<file path="src/rtl/whla_pkg.sv">
// Package for the weighted Hough line accumulator: types, codes and constants.
// Also holds the elaboration-time sine and cosine series used to build the angle ROM.
// Depends on nothing.
package whla_pkg;

  localparam int SUM_W     = 28;
  localparam int CNT_W     = 20;
  localparam int BOX_W     = 12;
  localparam int DIM_W     = 10;
  localparam int SCORE_W   = 12;
  localparam int SCORE_MAX = 4095;
  localparam int QUO_SAT   = 409;

  localparam logic [1:0] OP_VOTE  = 2'd0;
  localparam logic [1:0] OP_QUERY = 2'd1;
  localparam logic [1:0] OP_CLEAR = 2'd2;

  localparam int CFG_IDX_W  = 3;
  localparam int CFG_DATA_W = 24;
  localparam logic [CFG_IDX_W-1:0] REG_IMAGE_WIDTH  = 3'd0;
  localparam logic [CFG_IDX_W-1:0] REG_IMAGE_HEIGHT = 3'd1;
  localparam logic [CFG_IDX_W-1:0] REG_RADIUS_SCALE = 3'd2;
  localparam logic [CFG_IDX_W-1:0] REG_MIN_SCORE    = 3'd3;

  localparam logic [63:0] PI_Q30  = 64'd3373259426;
  localparam logic [63:0] ONE_Q30 = 64'd1073741824;
  localparam logic [63:0] SIN_DIV [8] = '{64'd1, 64'd6, 64'd20, 64'd42, 64'd72, 64'd110,
                                          64'd156, 64'd210};
  localparam logic [63:0] COS_DIV [8] = '{64'd1, 64'd2, 64'd12, 64'd30, 64'd56, 64'd90,
                                          64'd132, 64'd182};

  // Neighborhood walk: the center first, then the eight neighbors.
  localparam logic [3:0] NB_LAST = 4'd8;
  localparam int NB_DT [16] = '{0, -1, -1, -1, 0, 0, 1, 1, 1, 0, 0, 0, 0, 0, 0, 0};
  localparam int NB_DR [16] = '{0, -1, 0, 1, -1, 1, -1, 0, 1, 0, 0, 0, 0, 0, 0, 0};

  typedef struct packed {
    logic [10:0] image_width;
    logic [10:0] image_height;
    logic [23:0] radius_scale;
    logic [11:0] min_score;
  } cfg_t;

  typedef struct packed {
    logic [SUM_W-1:0] sum;
    logic [CNT_W-1:0] cnt;
    logic [BOX_W-1:0] col_min;
    logic [BOX_W-1:0] row_min;
    logic [DIM_W-1:0] col_max;
    logic [DIM_W-1:0] row_max;
  } bin_t;

  typedef struct packed {
    logic load_item;
    logic cnt_inc;
    logic clr_write;
    logic vote_issue;
    logic q_read;
    logic q_start;
    logic q_take;
    logic out_load;
  } cmd_t;

  typedef struct packed {
    logic cnt_last_bin;
    logic cnt_last_theta;
    logic vote_drained;
    logic nb_ok;
    logic nb_last;
    logic div_done;
    logic out_free;
  } sts_t;

  // Unsigned long division by shift and subtract, used only while building the ROM.
  function automatic logic [63:0] long_div(input logic [63:0] num, input logic [63:0] den);
    logic [63:0] q;
    logic [64:0] rem;
    q = '0;
    rem = '0;
    for (int i = 63; i >= 0; i--) begin
      rem = {rem[63:0], num[i]};
      if (rem >= {1'b0, den}) begin
        rem = rem - {1'b0, den};
        q[i] = 1'b1;
      end
    end
    return q;
  endfunction

  // Magnitude of sine or cosine in Q1.14 for an angle in Q2.30, by an eight-term series.
  function automatic logic [15:0] taylor_q14(input logic [63:0] ang, input logic want_cos);
    logic [63:0] a2;
    logic [63:0] term;
    logic [63:0] rnd;
    logic signed [63:0] acc;
    a2 = (ang * ang) >> 30;
    term = want_cos ? ONE_Q30 : ang;
    acc = $signed(term);
    for (int k = 1; k <= 7; k++) begin
      term = long_div((term * a2) >> 30, want_cos ? COS_DIV[k] : SIN_DIV[k]);
      if (k[0]) begin
        acc = acc - $signed(term);
      end else begin
        acc = acc + $signed(term);
      end
    end
    if (acc < 0) begin
      acc = 0;
    end
    if (acc > $signed(ONE_Q30)) begin
      acc = $signed(ONE_Q30);
    end
    rnd = 64'(acc) + 64'd32768;
    return 16'(rnd >> 16);
  endfunction

endpackage

</file>
<file path="src/rtl/whla_ctrl.sv">
// Controller state machine: sequences table clears, votes and bin queries.
// Depends on whla_pkg.
module whla_ctrl (
  input  logic           clk,
  input  logic           rst,
  input  logic           in_valid,
  input  logic [1:0]     opcode,
  output logic           in_stall,
  input  whla_pkg::sts_t sts,
  output whla_pkg::cmd_t cmd
);

  localparam logic [2:0] S_CLEAR = 3'd0;
  localparam logic [2:0] S_IDLE  = 3'd1;
  localparam logic [2:0] S_VOTE  = 3'd2;
  localparam logic [2:0] S_DRAIN = 3'd3;
  localparam logic [2:0] S_QRD   = 3'd4;
  localparam logic [2:0] S_QWAIT = 3'd5;
  localparam logic [2:0] S_QDIV  = 3'd6;
  localparam logic [2:0] S_QOUT  = 3'd7;

  logic [2:0] state, state_next;

  assign in_stall = state != S_IDLE;

  always_ff @(posedge clk) begin
    if (rst) begin
      state <= S_CLEAR;
    end else begin
      state <= state_next;
    end
  end

  always_comb begin
    state_next = state;
    cmd = '0;
    case (state)
      S_CLEAR: begin
        cmd.clr_write = 1'b1;
        cmd.cnt_inc = 1'b1;
        if (sts.cnt_last_bin) begin
          state_next = S_IDLE;
        end
      end
      S_IDLE: begin
        if (in_valid) begin
          cmd.load_item = 1'b1;
          case (opcode)
            whla_pkg::OP_VOTE:  state_next = S_VOTE;
            whla_pkg::OP_QUERY: state_next = S_QRD;
            whla_pkg::OP_CLEAR: state_next = S_CLEAR;
            default:            state_next = S_IDLE;
          endcase
        end
      end
      S_VOTE: begin
        cmd.vote_issue = 1'b1;
        cmd.cnt_inc = 1'b1;
        if (sts.cnt_last_theta) begin
          state_next = S_DRAIN;
        end
      end
      S_DRAIN: begin
        if (sts.vote_drained) begin
          state_next = S_IDLE;
        end
      end
      S_QRD: begin
        if (sts.nb_ok) begin
          cmd.q_read = 1'b1;
          state_next = S_QWAIT;
        end else if (sts.nb_last) begin
          state_next = S_QOUT;
        end else begin
          cmd.cnt_inc = 1'b1;
        end
      end
      S_QWAIT: begin
        cmd.q_start = 1'b1;
        state_next = S_QDIV;
      end
      S_QDIV: begin
        if (sts.div_done) begin
          cmd.q_take = 1'b1;
          if (sts.nb_last) begin
            state_next = S_QOUT;
          end else begin
            cmd.cnt_inc = 1'b1;
            state_next = S_QRD;
          end
        end
      end
      S_QOUT: begin
        if (sts.out_free) begin
          cmd.out_load = 1'b1;
          state_next = S_IDLE;
        end
      end
      default: state_next = S_IDLE;
    endcase
  end

endmodule

</file>
<file path="config.mk">
export PLATFORM = sky130hd
export DESIGN_NAME = whla_ctrl
export DESIGN_NICKNAME = d
export VERILOG_FILES = /design/src/rtl/whla_pkg.sv /design/src/rtl/whla_ctrl.sv
export SDC_FILE = /design/constraint.sdc
export NUM_CORES = 1
export LEC_CHECK = 0
export CORE_AREA = 4 4 41 43
export CTS_CLUSTER_DIAMETER = 80
export DETAILED_ROUTE_END_ITERATION = 7
export DIE_AREA = 0 0 45 47
export DONT_BUFFER_PORTS = 1
export PLACE_DENSITY_LB_ADDON = 0.12
export SLEW_MARGIN = 20
export SYNTH_ARGS = -nofsm -noshare
export SYNTH_HDL_FRONTEND = slang
export SYNTH_SLANG_ARGS = --single-unit
export TNS_END_PERCENT = 5
</file>
<file path="constraint.sdc">
create_clock -name clk -period 2.5 [get_ports clk]
set_input_delay 0.25 -clock clk [delete_from_list [all_inputs] [get_ports clk]]
set_output_delay 0.25 -clock clk [all_outputs]
set_load 0.05 [all_outputs]
</file>
==> results.yml <==
outcome:
  status: "complete, no violations"
logic_synthesis:
  synth_area_leaders: "dfxtp_1 18%, nand2_1 6.8%, nor3_1 6.0%"
  syn_avg_cell_area_um2: 6.93
  syn_area_um2: 333
  ys_seq_elements: 3
  synth_nets: 60
  synth_cell_type_count: 26
  synth.top_cell.area_share: 0.180
  yosysSeqAreaShare: 0.180
  synth_cells: 48
  yosysTopAreaCell: "dfxtp_1"
  yosys_warnings: 0
route:
  drc: 0
  num_vias: 389
  avgViaCountPerCell: 5.56
  dr.first_iter.drc_count: 15
  wl_um: 1020
  antenna_left: 0
  drt_pass1_iterations: 4
  wire_per_inst_um: 14.6
timing:
  setup_viol: 0
  period_minus_slack_ns: 1.74
  skew_ns: 0.00278
  hold_viol_final: 0
  slew_violations: 0
  fin_crit_sh: 0.695
  fmax_mhz: 575
  setup_tns_ns: 0
  rsz0062_at_grt: "false"
  timing.hold.ws_ns: 0.202
  max_slew_margin: 0.638
  tightest_slew_ns: 0.542
cts:
  cts_root_buf: "clkbuf_4"
  clk_pin_slew_ns: 0.04
  cts_hold_buf: 0
  cts_buffer_depth: 2
  cts_tree: "done"
  cts_resized: 0
  clkSinkCount: 3
  htreeDepth: 1
  insertion_delay_ns: 0.24
  cts-buffers-inserted: 3
  cts_setup_buffers: 0
run:
  maxCapViolCount: 0
global_routing:
  grt_pass1_wl_um: 1770
  first_global_vias: 405
  grt_usage: 0.114
  grt_remaining_overflow: 0
  antenna_found_initial: 0
  grt_start_max_net_pins: 16
worst_hold_path:
  hold_depth: 2
  min_path_type: "input port to flop"
cells_and_area:
  antennaDiodeCount: 0
  layout_common_cells: "6 x nand2_1, 6 x buf_4, 4 x nor3_1, 4 x nor2_1"
  layout-drive-gt1-share: 0.255
  top_regs: "state x3"
  top_register: "state"
  fin_nets: 68
  area_delta_synth_final_pct: 26.3
  largest_reg_flops: 3
  layout.cells.non_filler: 70
  final_core_util: 0.323
place:
  dp_hpwl_um: 808
  dp.cells: 66
  place_congestion: 0.759
  portBuffers: 0
die:
  pin_count: 21
  floorplan.initialDensity: 0.256
  die_x_um: 45
  rows: 13
  die_h_um: 47
  coreArea_um2: 1300
  dieArea_um2: 2120
setup_path:
  critPathMaxFanout: 11
  path_cells: "inv_1, nor4b_2, buf_4"
  path_class: "flop to output pin"
  endpoint_kind: "output pin"
  arrival_ns: 1.49
  cp_num_buf_inv: 2
  required_ns: 2.25
  max_stage_delay_ns: 0.53
  rr_worst_depth: 4
  path_depth: 3
  cp_slowest_cell: "dfxtp_1"
  start_kind: "flop"
  crit_family: "flip-flops"
power:
  power.density_nw_per_um2: 662
  p_leak_uw: 0.000154
  peakVddDrop_v: 0.000244
  total_power_uw: 278
-- Yosys cell counts --
master	count
a31oi_1	2
nor2_1	4
clkbuf_1	1
a32o_1	1
a2bb2oi_1	1
mux2i_1	1
o2bb2ai_1	1
o21a_1	1
a21oi_1	3
inv_2	1
inv_1	2
nand3b_1	1
dfxtp_1	3
a221oi_2	1
nor4b_1	2
and3_1	1
mux2_1	1
and3_2	1
nand2_1	6
nor3_1	4
nand4b_1	1
or3_1	2
nand3_1	2
buf_2	2
nor4_1	1
nor3b_1	2
-- layout make-up --
class	count	area, µm²
Clock buffer	4	26.3
Sequential cell	3	60.1
Tap cell	15	18.8
Fill cell	152	881
Timing Repair Buffer	6	45.0
Multi-Input combinational cell	39	259
Inverter	3	11.3
-- worst reg2reg max path, stage by stage, from the launching register on --
cell and delay (ns):
dfxtp_1 0.65, inv_2 0.14, or3_1 0.41, a221oi_2 0.22
a32o_1 0.16
-- power by group --
part           internal [µW]  total (µW)  switching, µW
Sequential              53.4        73.5           20.1
Combinational           34.8         116           81.2
Clock                   60.0        88.6           28.6
-- logic make-up after synthesis --
kind of cell	count (synthesis)	synth area share
flops	3	0.180
simple gates	27	0.447
buf+inv	6	0.0752
compound gates	10	0.233
mux	2	0.0639
-- final timing paths --
kind	from	end	slack, ns
max reg2reg	state[0]$_SDFFE_PP0P_	state[1]$_SDFFE_PP0P_	0.85
min	opcode[0]	state[2]$_SDFFE_PP0P_	0.20
min reg2reg	state[2]$_SDFFE_PP0P_	state[2]$_SDFFE_PP0P_	0.63
max	state[2]$_SDFFE_PP0P_	cmd[3]	0.76
-- metrics by stage --
step / setup WS, ns / instance area (µm²)
final: 0.762 / 420
after detailed placement: 0.851 / 394
after global routing: 0.658 / 420
after CTS: 0.769 / 420
after global placement: 0.867 / 394
after floorplan: 0.0560 / 333
-- metal layers --
| layer | wire length (µm) | global-route usage |
|---|---|---|
| met5 | 0 | 0 |
| met4 | 6 | 0.0351 |
| met3 | 109 | 0.0575 |
| met2 | 469 | 0.178 |
| met1 | 436 | 0.136 |
No activity file was read; power rests on OpenSTA's default activity.
